===== src/hbmc_pkg.sv =====
package hbmc_pkg;

  localparam int unsigned LEVEL_W          = 3;
  localparam int unsigned LEVEL_SLOTS      = 6;
  localparam int unsigned LEVEL_COUNT_DEF  = 6;
  localparam int unsigned DRIVE_W          = 8;
  localparam int unsigned TIME_W           = 16;
  localparam int unsigned IDLE_W           = 8;
  localparam int unsigned STATUS_W         = 2;
  localparam int unsigned CFG_INDEX_W      = 3;
  localparam int unsigned CFG_DATA_W       = 16;

  localparam logic [STATUS_W-1:0] ST_RELEASED      = 2'd0;
  localparam logic [STATUS_W-1:0] ST_PRESSED       = 2'd1;
  localparam logic [STATUS_W-1:0] ST_JUST_RELEASED = 2'd2;

  localparam logic [CFG_INDEX_W-1:0] CFG_HOLD_THRESHOLD = 3'd0;
  localparam logic [CFG_INDEX_W-1:0] CFG_IDLE_LIMIT     = 3'd1;
  localparam logic [CFG_INDEX_W-1:0] CFG_LEVEL0         = 3'd2;
  localparam logic [CFG_INDEX_W-1:0] CFG_LEVEL1         = 3'd3;
  localparam logic [CFG_INDEX_W-1:0] CFG_LEVEL2         = 3'd4;
  localparam logic [CFG_INDEX_W-1:0] CFG_LEVEL3         = 3'd5;
  localparam logic [CFG_INDEX_W-1:0] CFG_LEVEL4         = 3'd6;
  localparam logic [CFG_INDEX_W-1:0] CFG_LEVEL5         = 3'd7;

  localparam logic [TIME_W-1:0] HOLD_THRESHOLD_RST = 16'd100;
  localparam logic [IDLE_W-1:0] IDLE_LIMIT_RST     = 8'd200;

  typedef logic [LEVEL_W-1:0] level_t;
  typedef logic [LEVEL_SLOTS-1:0][DRIVE_W-1:0] level_table_t;

  localparam level_table_t LEVEL_TABLE_RST = {8'd200, 8'd150, 8'd100, 8'd40, 8'd5, 8'd0};

  typedef struct packed {
    logic [STATUS_W-1:0] up_status;
    logic [TIME_W-1:0]   up_press_time;
    logic [STATUS_W-1:0] down_status;
    logic [TIME_W-1:0]   down_press_time;
  } buttons_t;

  typedef struct packed {
    level_t            spot_level;
    level_t            flood_level;
    logic              red_level;
    level_t            saved_spot;
    level_t            saved_flood;
    logic              saved_red;
    logic              hold_consumed;
    logic              asleep;
    logic [IDLE_W-1:0] idle_ticks;
  } lamp_state_t;

  typedef struct packed {
    level_t flood_level;
    level_t spot_level;
    logic   red_on;
    logic   power_down;
  } lamp_result_t;

  localparam lamp_state_t LAMP_STATE_RST = '{
    spot_level:    '0,
    flood_level:   '0,
    red_level:     1'b0,
    saved_spot:    '0,
    saved_flood:   '0,
    saved_red:     1'b0,
    hold_consumed: 1'b0,
    asleep:        1'b1,
    idle_ticks:    '0
  };

  function automatic logic [DRIVE_W-1:0] drive_of(level_t lvl, level_table_t tbl);
    logic [DRIVE_W-1:0] d;
    d = '0;
    if (32'(lvl) < LEVEL_SLOTS) begin
      d = tbl[lvl];
    end
    return d;
  endfunction

endpackage


===== src/hbmc_rules.sv =====
module hbmc_rules #(
  parameter int unsigned LEVEL_COUNT = hbmc_pkg::LEVEL_COUNT_DEF
) (
  input  hbmc_pkg::buttons_t               btn_i,
  input  hbmc_pkg::lamp_state_t            state_i,
  input  logic [hbmc_pkg::TIME_W-1:0]      hold_threshold_i,
  input  logic [hbmc_pkg::IDLE_W-1:0]      idle_limit_i,
  output hbmc_pkg::lamp_state_t            state_o,
  output hbmc_pkg::lamp_result_t           result_o
);
  import hbmc_pkg::*;

  localparam level_t LastLevel = LEVEL_W'(LEVEL_COUNT - 1);

  lamp_state_t       st;
  logic              long_dn;
  logic              long_up;
  logic              short_up;
  logic              short_dn;
  logic [IDLE_W-1:0] ticks_inc;

  always_comb begin
    st        = state_i;
    long_up   = 1'b0;
    ticks_inc = '0;
    result_o  = '0;

    long_dn = (btn_i.down_status == ST_PRESSED) &&
              (btn_i.down_press_time >= hold_threshold_i) && !st.hold_consumed;
    if (long_dn) begin
      st.hold_consumed = 1'b1;
      st.red_level     = ~st.red_level;
      if (st.red_level) begin
        st.asleep = 1'b0;
      end
    end

    long_up = (btn_i.up_status == ST_PRESSED) &&
              (btn_i.up_press_time >= hold_threshold_i) && !st.hold_consumed;
    if (long_up) begin
      st.hold_consumed = 1'b1;
      if (st.asleep) begin
        st.asleep      = 1'b0;
        st.spot_level  = st.saved_spot;
        st.flood_level = st.saved_flood;
        st.red_level   = st.saved_red;
        if (!st.red_level && st.spot_level == '0 && st.flood_level == '0) begin
          st.flood_level = LEVEL_W'(1);
        end
      end else begin
        st.asleep      = 1'b1;
        st.saved_spot  = st.spot_level;
        st.saved_flood = st.flood_level;
        st.saved_red   = st.red_level;
        st.spot_level  = '0;
        st.flood_level = '0;
        st.red_level   = 1'b0;
      end
    end

    short_up = (btn_i.up_status == ST_JUST_RELEASED) &&
               (btn_i.up_press_time <= hold_threshold_i);
    short_dn = (btn_i.down_status == ST_JUST_RELEASED) &&
               (btn_i.down_press_time <= hold_threshold_i);
    if (!st.asleep) begin
      if (short_up) begin
        st.spot_level = (st.spot_level >= LastLevel) ? '0 : st.spot_level + LEVEL_W'(1);
      end
      if (short_dn) begin
        st.flood_level = (st.flood_level >= LastLevel) ? '0 : st.flood_level + LEVEL_W'(1);
      end
    end

    result_o.flood_level = st.flood_level;
    result_o.spot_level  = st.spot_level;
    result_o.red_on      = st.red_level;

    if (btn_i.up_status == ST_RELEASED && btn_i.down_status == ST_RELEASED) begin
      st.hold_consumed = 1'b0;
      if (st.flood_level == '0 && st.spot_level == '0 && !st.red_level) begin
        ticks_inc     = st.idle_ticks + IDLE_W'(1);
        st.idle_ticks = ticks_inc;
        if (ticks_inc > idle_limit_i) begin
          if (!st.asleep) begin
            st.asleep      = 1'b1;
            st.saved_spot  = st.spot_level;
            st.saved_flood = st.flood_level;
            st.saved_red   = st.red_level;
          end
          result_o.power_down = 1'b1;
          st.idle_ticks       = '0;
        end
      end
    end else begin
      st.idle_ticks = '0;
    end

    state_o = st;
  end

endmodule


===== src/headlamp_button_mode_control_unit.sv =====
// Headlamp button mode control.
// Input channel (in_valid/in_ready): one transfer per 10 ms tick carrying the
// status and press time of the up and down buttons.
// Output channel (out_valid/out_ready): one transfer per input tick with the
// flood and spot drive values, the red LED level and a power-down pulse.
// Configuration (cfg_we/cfg_index/cfg_wdata): hold threshold, idle limit and
// the six level drive values; write only while no tick is in flight.
// Pipeline: a tick passes through the input register, then the result
// register. Throughput: one tick per cycle unless out_ready stalls the
// output; the lamp state is updated by combinational logic between the
// input register and the result register.
// Reset: the lamp starts asleep with all levels at 0, the idle count cleared
// and the configuration at its default values; both pipeline stages empty.
// Stall: with out_ready low the result holds, the input register fills and
// in_ready drops once both stages are occupied.
module headlamp_button_mode_control_unit #(
  parameter int unsigned LEVEL_COUNT = hbmc_pkg::LEVEL_COUNT_DEF
) (
  input  logic                                clk,
  input  logic                                rst_n,
  input  logic                                in_valid,
  output logic                                in_ready,
  input  logic [hbmc_pkg::STATUS_W-1:0]       in_up_status,
  input  logic [hbmc_pkg::TIME_W-1:0]         in_up_press_time,
  input  logic [hbmc_pkg::STATUS_W-1:0]       in_down_status,
  input  logic [hbmc_pkg::TIME_W-1:0]         in_down_press_time,
  output logic                                out_valid,
  input  logic                                out_ready,
  output logic [hbmc_pkg::DRIVE_W-1:0]        out_flood_drive,
  output logic [hbmc_pkg::DRIVE_W-1:0]        out_spot_drive,
  output logic                                out_red_on,
  output logic                                out_power_down,
  input  logic                                cfg_we,
  input  logic [hbmc_pkg::CFG_INDEX_W-1:0]    cfg_index,
  input  logic [hbmc_pkg::CFG_DATA_W-1:0]     cfg_wdata
);
  import hbmc_pkg::*;

  logic [TIME_W-1:0]  hold_threshold_r, hold_threshold_nxt;
  logic [IDLE_W-1:0]  idle_limit_r, idle_limit_nxt;
  level_table_t       level_drive_r, level_drive_nxt;

  logic               s1_valid_r, s1_valid_nxt;
  buttons_t           s1_btn_r, s1_btn_nxt;
  logic               s1_adv;

  lamp_state_t        state_r, state_nxt;
  lamp_state_t        rules_state;
  lamp_result_t       rules_result;

  logic               out_valid_r, out_valid_nxt;
  logic [DRIVE_W-1:0] flood_drive_r, flood_drive_nxt;
  logic [DRIVE_W-1:0] spot_drive_r, spot_drive_nxt;
  logic               red_on_r, red_on_nxt;
  logic               power_down_r, power_down_nxt;

  // configuration registers
  always_comb begin
    hold_threshold_nxt = hold_threshold_r;
    idle_limit_nxt     = idle_limit_r;
    level_drive_nxt    = level_drive_r;
    if (cfg_we) begin
      unique case (cfg_index)
        CFG_HOLD_THRESHOLD: hold_threshold_nxt = cfg_wdata;
        CFG_IDLE_LIMIT:     idle_limit_nxt     = cfg_wdata[IDLE_W-1:0];
        CFG_LEVEL0:         level_drive_nxt[0] = cfg_wdata[DRIVE_W-1:0];
        CFG_LEVEL1:         level_drive_nxt[1] = cfg_wdata[DRIVE_W-1:0];
        CFG_LEVEL2:         level_drive_nxt[2] = cfg_wdata[DRIVE_W-1:0];
        CFG_LEVEL3:         level_drive_nxt[3] = cfg_wdata[DRIVE_W-1:0];
        CFG_LEVEL4:         level_drive_nxt[4] = cfg_wdata[DRIVE_W-1:0];
        CFG_LEVEL5:         level_drive_nxt[5] = cfg_wdata[DRIVE_W-1:0];
        default: ;
      endcase
    end
  end

  // pipeline control
  assign s1_adv   = s1_valid_r && (!out_valid_r || out_ready);
  assign in_ready = !s1_valid_r || s1_adv;

  always_comb begin
    s1_valid_nxt = s1_valid_r;
    s1_btn_nxt   = s1_btn_r;
    if (in_valid && in_ready) begin
      s1_valid_nxt = 1'b1;
      s1_btn_nxt   = '{
        up_status:       in_up_status,
        up_press_time:   in_up_press_time,
        down_status:     in_down_status,
        down_press_time: in_down_press_time
      };
    end else if (s1_adv) begin
      s1_valid_nxt = 1'b0;
    end
  end

  hbmc_rules #(
    .LEVEL_COUNT (LEVEL_COUNT)
  ) u_rules (
    .btn_i            (s1_btn_r),
    .state_i          (state_r),
    .hold_threshold_i (hold_threshold_r),
    .idle_limit_i     (idle_limit_r),
    .state_o          (rules_state),
    .result_o         (rules_result)
  );

  always_comb begin
    state_nxt       = state_r;
    out_valid_nxt   = out_valid_r && !out_ready;
    flood_drive_nxt = flood_drive_r;
    spot_drive_nxt  = spot_drive_r;
    red_on_nxt      = red_on_r;
    power_down_nxt  = power_down_r;
    if (s1_adv) begin
      state_nxt       = rules_state;
      out_valid_nxt   = 1'b1;
      flood_drive_nxt = drive_of(rules_result.flood_level, level_drive_r);
      spot_drive_nxt  = drive_of(rules_result.spot_level, level_drive_r);
      red_on_nxt      = rules_result.red_on;
      power_down_nxt  = rules_result.power_down;
    end
  end

  always_ff @(posedge clk) begin
    if (!rst_n) begin
      hold_threshold_r <= HOLD_THRESHOLD_RST;
      idle_limit_r     <= IDLE_LIMIT_RST;
      level_drive_r    <= LEVEL_TABLE_RST;
      s1_valid_r       <= 1'b0;
      state_r          <= LAMP_STATE_RST;
      out_valid_r      <= 1'b0;
    end else begin
      hold_threshold_r <= hold_threshold_nxt;
      idle_limit_r     <= idle_limit_nxt;
      level_drive_r    <= level_drive_nxt;
      s1_valid_r       <= s1_valid_nxt;
      state_r          <= state_nxt;
      out_valid_r      <= out_valid_nxt;
    end
  end

  always_ff @(posedge clk) begin
    s1_btn_r      <= s1_btn_nxt;
    flood_drive_r <= flood_drive_nxt;
    spot_drive_r  <= spot_drive_nxt;
    red_on_r      <= red_on_nxt;
    power_down_r  <= power_down_nxt;
  end

  assign out_valid       = out_valid_r;
  assign out_flood_drive = flood_drive_r;
  assign out_spot_drive  = spot_drive_r;
  assign out_red_on      = red_on_r;
  assign out_power_down  = power_down_r;

`ifndef NO_ASSERTIONS
  a_pwr_dark: assert property (@(posedge clk) disable iff (!rst_n)
    out_valid_r && power_down_r |-> !red_on_r)
    else $error("power-down with red LED lit");

  a_level_range: assert property (@(posedge clk) disable iff (!rst_n)
    (32'(state_r.spot_level) < LEVEL_COUNT) && (32'(state_r.flood_level) < LEVEL_COUNT))
    else $error("lamp level out of range");

  a_state_hold: assert property (@(posedge clk) disable iff (!rst_n)
    rst_n && !s1_adv |=> $stable(state_r))
    else $error("lamp state changed without a tick");

  a_tick_kept: assert property (@(posedge clk) disable iff (!rst_n)
    rst_n && s1_valid_r && !s1_adv |=> s1_valid_r)
    else $error("pending tick dropped");

  a_out_load: assert property (@(posedge clk) disable iff (!rst_n)
    rst_n && s1_adv |=> out_valid_r)
    else $error("result not loaded after tick");
`endif

endmodule

===== config.mk =====
export PLATFORM = sky130hd
export DESIGN_NAME = headlamp_button_mode_control_unit
export DESIGN_NICKNAME = d
export VERILOG_FILES = /design/src/hbmc_pkg.sv /design/src/hbmc_rules.sv /design/src/headlamp_button_mode_control_unit.sv
export SDC_FILE = /design/constraint.sdc
export NUM_CORES = 1
export LEC_CHECK = 0
export ABC_AREA = 0
export BUFFER_PORTS_ARGS = -buffer_cell sky130_fd_sc_hd__buf_4
export CAP_MARGIN = 40
export CORE_MARGIN = 2
export CORE_UTILIZATION = 32
export CTS_CLUSTER_DIAMETER = 30
export DETAILED_ROUTE_END_ITERATION = 10
export PLACE_DENSITY = 0.55
export SLEW_MARGIN = 20
export SYNTH_ARGS = -nofsm -noshare
export SYNTH_HDL_FRONTEND = slang
export SYNTH_SLANG_ARGS = --single-unit

===== constraint.sdc =====
create_clock -name clk -period 8 [get_ports clk]
set_input_delay 1.2 -clock clk [delete_from_list [all_inputs] [get_ports clk]]
set_output_delay 1.2 -clock clk [all_outputs]
set_load 0.005 [all_outputs]

==> impl_metrics.csv <==
group,metric,value,unit
outcome,run_status,"finished clean",
detailed_routing,drtPass1Iterations,5,
worst_setup_path,timing.critical_path.slowest_stage_cell,"sky130_fd_sc_hd__o211ai_4",
worst_setup_path,worstPathMaxFanout,26,
cells_and_area,flow.area_growth_from_synthesis,19.9,%
grt,grt.met2_usage,25.0,%
floorplanning,die_height,162,um
yosys,synth-edff-count,54,
cts,clk-insertion-delay-late,430,ps
detailed_routing,total_number_of_vias,6283,
cts,cts.repair.resized,0,
sta,finClkSkew,17.0,ps
grt,grt_antenna_before_repair,3,
yosys,post_synthesis_register_bit_count,152,
floorplanning,die_width,162,um
yosys,synth.cell_area,7940,um^2
yosys,yosys.cell_count.top_type,"sky130_fd_sc_hd__nand2_1",
yosys,synth_largest_type_area_fraction,24.7,%
sta,finalCritPeriodShare,63.1,%
place,detailed_place_hpwl,14.7,mm
floorplanning,core.rowCount,57,
sta,timing.setup.tns,0,ps
cts,cts-root-buf,"sky130_fd_sc_hd__clkbuf_16",
cts,cts-root-to-sink-buffers,2,
yosys,avgSynthCellArea,9.26,um^2
sta,whs,465,ps
worst_setup_path,critical_path_class,"register to register",
cts,postCtsSetupBuffers,0,
sta,final-hold-violation-count,0,
detailed_routing,wirelength,20.4,mm
worst_setup_path,critical_path.max_stage_delay,550,ps
grt,pin_count_of_the_biggest_net_entering_global_routing,62,
sta,max_slew_margin,35.0,%
yosys,cell_types_with_the_largest_area_share_after_synthesis,"sky130_fd_sc_hd__dfxtp_1, sky130_fd_sc_hd__edfxtp_1, sky130_fd_sc_hd__nand2_1, sky130_fd_sc_hd__ha_1, sky130_fd_sc_hd__mux2i_1",
yosys,postSynth.asyncResetShare,0,%
detailed_routing,route.detailed.drc,0,
power_and_ir_drop,fin_total_pwr,1.94,mW
yosys,synthFlopType,"sky130_fd_sc_hd__dfxtp_1",
worst_setup_path,reg2reg_slack,2950,ps
yosys,synth_nets,963,
grt,grtUsageMet1,22.8,%
yosys,netlist.top_cell.by_area,"sky130_fd_sc_hd__dfxtp_1",
floorplanning,die_area,26100,um^2
worst_setup_path,critical_path_buf_inv_count,2,
detailed_routing,post_drt_wl_per_cell,16.1,um
floorplanning,fp.coreArea,24300,um^2
grt,grt-busiest-layer,"met2",
sta,period_minus_slack,5050,ps
yosys,yosysWarnings,0,
cts,cts.clk_slew.worst_paths,70,ps
detailed_routing,drt-vias-per-instance,4.96,
detailed_routing,final_antenna_net_count,0,
grt,grt-ovfl-total,0,
grt,grt_first_pass_wirelength,33.1,mm
grt,grt_util_all_layers,16.2,%
grt,met3_capacity_usage_during_global_routing,3.54,%
power_and_ir_drop,power_leakage,3.71,nW
cells_and_area,final_net_count,1033,
detailed_routing,drt-initial-drc-count,330,
sta,achievable-frequency,0.198,GHz
worst_setup_path,timing.critical_path.from_type,"register",
yosys,postSynthCellCount,858,
yosys,synth-seq-area-share,45.1,%
cts,clock-sinks,152,
place,port-buffer-count,79,
yosys,ys_types,60,
grt,grt_pass1_vias,6058,
worst_setup_path,timing.critical_path.required,8320,ps
cts,cts_buffers,17,
yosys,synth_common_cells,"sky130_fd_sc_hd__nand2_1, sky130_fd_sc_hd__dfxtp_1, sky130_fd_sc_hd__edfxtp_1",
sta,timing.final.setup_violations,0,
sta,worst_pin_slew,975,ps
cts,cts_tree,"done",
worst_hold_path,hold_path.class,"register to register",
cells_and_area,final.fill_count,2422,
worst_setup_path,crit_family,"compound AO/OA/AOI/OAI gates",
sta,rsz0062_at_grt,"false",
cells_and_area,finish.utilization,39.2,%
worst_setup_path,cp.arrival,5370,ps
power_and_ir_drop,p_per_area,204,nW/um^2
floorplanning,floorplan.initialDensity,32.7,%
cells_and_area,post_route_cells_drive_above_1_share,16.7,%
sta,timing.final.max_slew_violations,0,
job,max_cap_viol_count,0,
place,routabilityCongestion,0.815,
worst_setup_path,setup.worst_path.end_class,"register",
cts,post_cts_hold_buffer_count,0,
worst_setup_path,critical_path.cell_chain,"inv_1, ha_1, nor2b_1, o211a_1, o211ai_1, nand4_1, o211ai_4, mux2i_1, ha_1, o211ai_1, and2_1, mux2i_1, o32ai_4, buf_4, a2111o_1, nor4b_2, o21ai_2, a22o_1",
power_and_ir_drop,ir_worst_vdd,0.122,mV
cts,h-tree-depth,4,
floorplanning,pin_count,80,
per-stage QoR:
step | instances | setup WS [ps] | instance area [um^2]
after global placement | 1230 | 3050 | 8840
after global routing | 1265 | 2530 | 9520
after detailed placement | 1233 | 3000 | 8890
final | 1267 | 2950 | 9530
after floorplan | 858 | 3610 | 7940
after CTS | 1265 | 2950 | 9520
report_power, final:
group | internal, mW | total, mW | leakage, nW | switching, mW
combinational | 0.0962 | 0.224 | 2.08 | 0.128
sequential | 0.834 | 0.851 | 1.32 | 0.0177
clock | 0.503 | 0.868 | 0.314 | 0.365
area by class of cell:
class | count | area, um^2 | share of cell area [%]
Sequential cell | 152 | 3580 | 37.6
Tap cell | 324 | 405 | 4.26
Multi-Input combinational cell | 634 | 4080 | 42.8
Clock inverter | 13 | 169 | 1.77
Inverter | 35 | 131 | 1.38
Clock buffer | 19 | 464 | 4.87
Antenna cell | 2 | 5.00 | 0.0525
Timing Repair Buffer | 88 | 688 | 7.22
layer usage:
layer	share of wire [%]	wire length [um]
met1	49	10100
met2	44	8980
met3	4.8	981
met5	0.078	16
met4	1.8	365
flip-flops by register name, indices dropped and copies added (netlist names):
register / flops
s1_valid_r: 1
out_valid: 1
s1_btn_r: 36
level_drive_r: 48
out_power_down: 1
out_spot_drive: 8
state_r: 24
out_flood_drive: 8
hold_threshold_r: 16
idle_limit_r: 8
out_red_on: 1
worst reg2reg max path, cell delays in order, from the launching register on:
cell	delay (ps)
sky130_fd_sc_hd__dfxtp_1	350
sky130_fd_sc_hd__inv_1	70
sky130_fd_sc_hd__ha_1	300
sky130_fd_sc_hd__nor2b_1	130
sky130_fd_sc_hd__o211a_1	200
sky130_fd_sc_hd__o211ai_1	260
sky130_fd_sc_hd__nand4_1	220
sky130_fd_sc_hd__o211ai_4	550
sky130_fd_sc_hd__mux2i_1	350
sky130_fd_sc_hd__ha_1	210
sky130_fd_sc_hd__o211ai_1	130
sky130_fd_sc_hd__and2_1	230
sky130_fd_sc_hd__mux2i_1	230
sky130_fd_sc_hd__o32ai_4	130
sky130_fd_sc_hd__buf_4	290
sky130_fd_sc_hd__a2111o_1	500
sky130_fd_sc_hd__nor4b_2	360
sky130_fd_sc_hd__o21ai_2	180
sky130_fd_sc_hd__a22o_1	250
final timing paths:
check                           cells after the start                              start                           endpoint
worst max-delay path                               18   hold_threshold_r[1]$_SDFFE_PN0P_           state_r[10]$_SDFFE_PN0P_
worst min-delay path                                2  hold_threshold_r[15]$_SDFFE_PN0P_  hold_threshold_r[15]$_SDFFE_PN0P_
worst max register to register                     18   hold_threshold_r[1]$_SDFFE_PN0P_           state_r[10]$_SDFFE_PN0P_
worst min register to register                      2  hold_threshold_r[15]$_SDFFE_PN0P_  hold_threshold_r[15]$_SDFFE_PN0P_
kinds of logic (layout without fill, tap and decap cells):
family                     Yosys count  in the layout  synth area share (%)
AOI/OAI and AO/OA                  185            185                  16.4
xor gates and xnor gates             4              4                 0.441
adders and majority gates           45             45                  7.09
buffers and inverters               72            155                  3.72
DFF                                152            152                  45.1
muxes                               57             57                  7.45
other                                0              2                     0
and+or+nand+nor                    343            343                  19.7
layout by cell type (no fill, tap or decap), types with 7 or more instances in the layout:
master and instances:
sky130_fd_sc_hd__nand2_1 200, sky130_fd_sc_hd__dfxtp_1 98, sky130_fd_sc_hd__buf_4 86, sky130_fd_sc_hd__edfxtp_1 54
sky130_fd_sc_hd__a21boi_0 53, sky130_fd_sc_hd__ha_1 45, sky130_fd_sc_hd__mux2i_1 40, sky130_fd_sc_hd__nor2_1 35
sky130_fd_sc_hd__inv_1 35, sky130_fd_sc_hd__o21ai_0 33, sky130_fd_sc_hd__o211ai_1 28, sky130_fd_sc_hd__nand3_1 27
sky130_fd_sc_hd__a21oi_1 20, sky130_fd_sc_hd__clkbuf_16 18, sky130_fd_sc_hd__mux2_2 17, sky130_fd_sc_hd__nand2b_1 12
sky130_fd_sc_hd__nor2b_1 12, sky130_fd_sc_hd__nand4_1 12, sky130_fd_sc_hd__nor3_1 10, sky130_fd_sc_hd__and2_1 9
sky130_fd_sc_hd__a22o_1 8, sky130_fd_sc_hd__or2_2 7
Power figures use the tool's default switching activity.
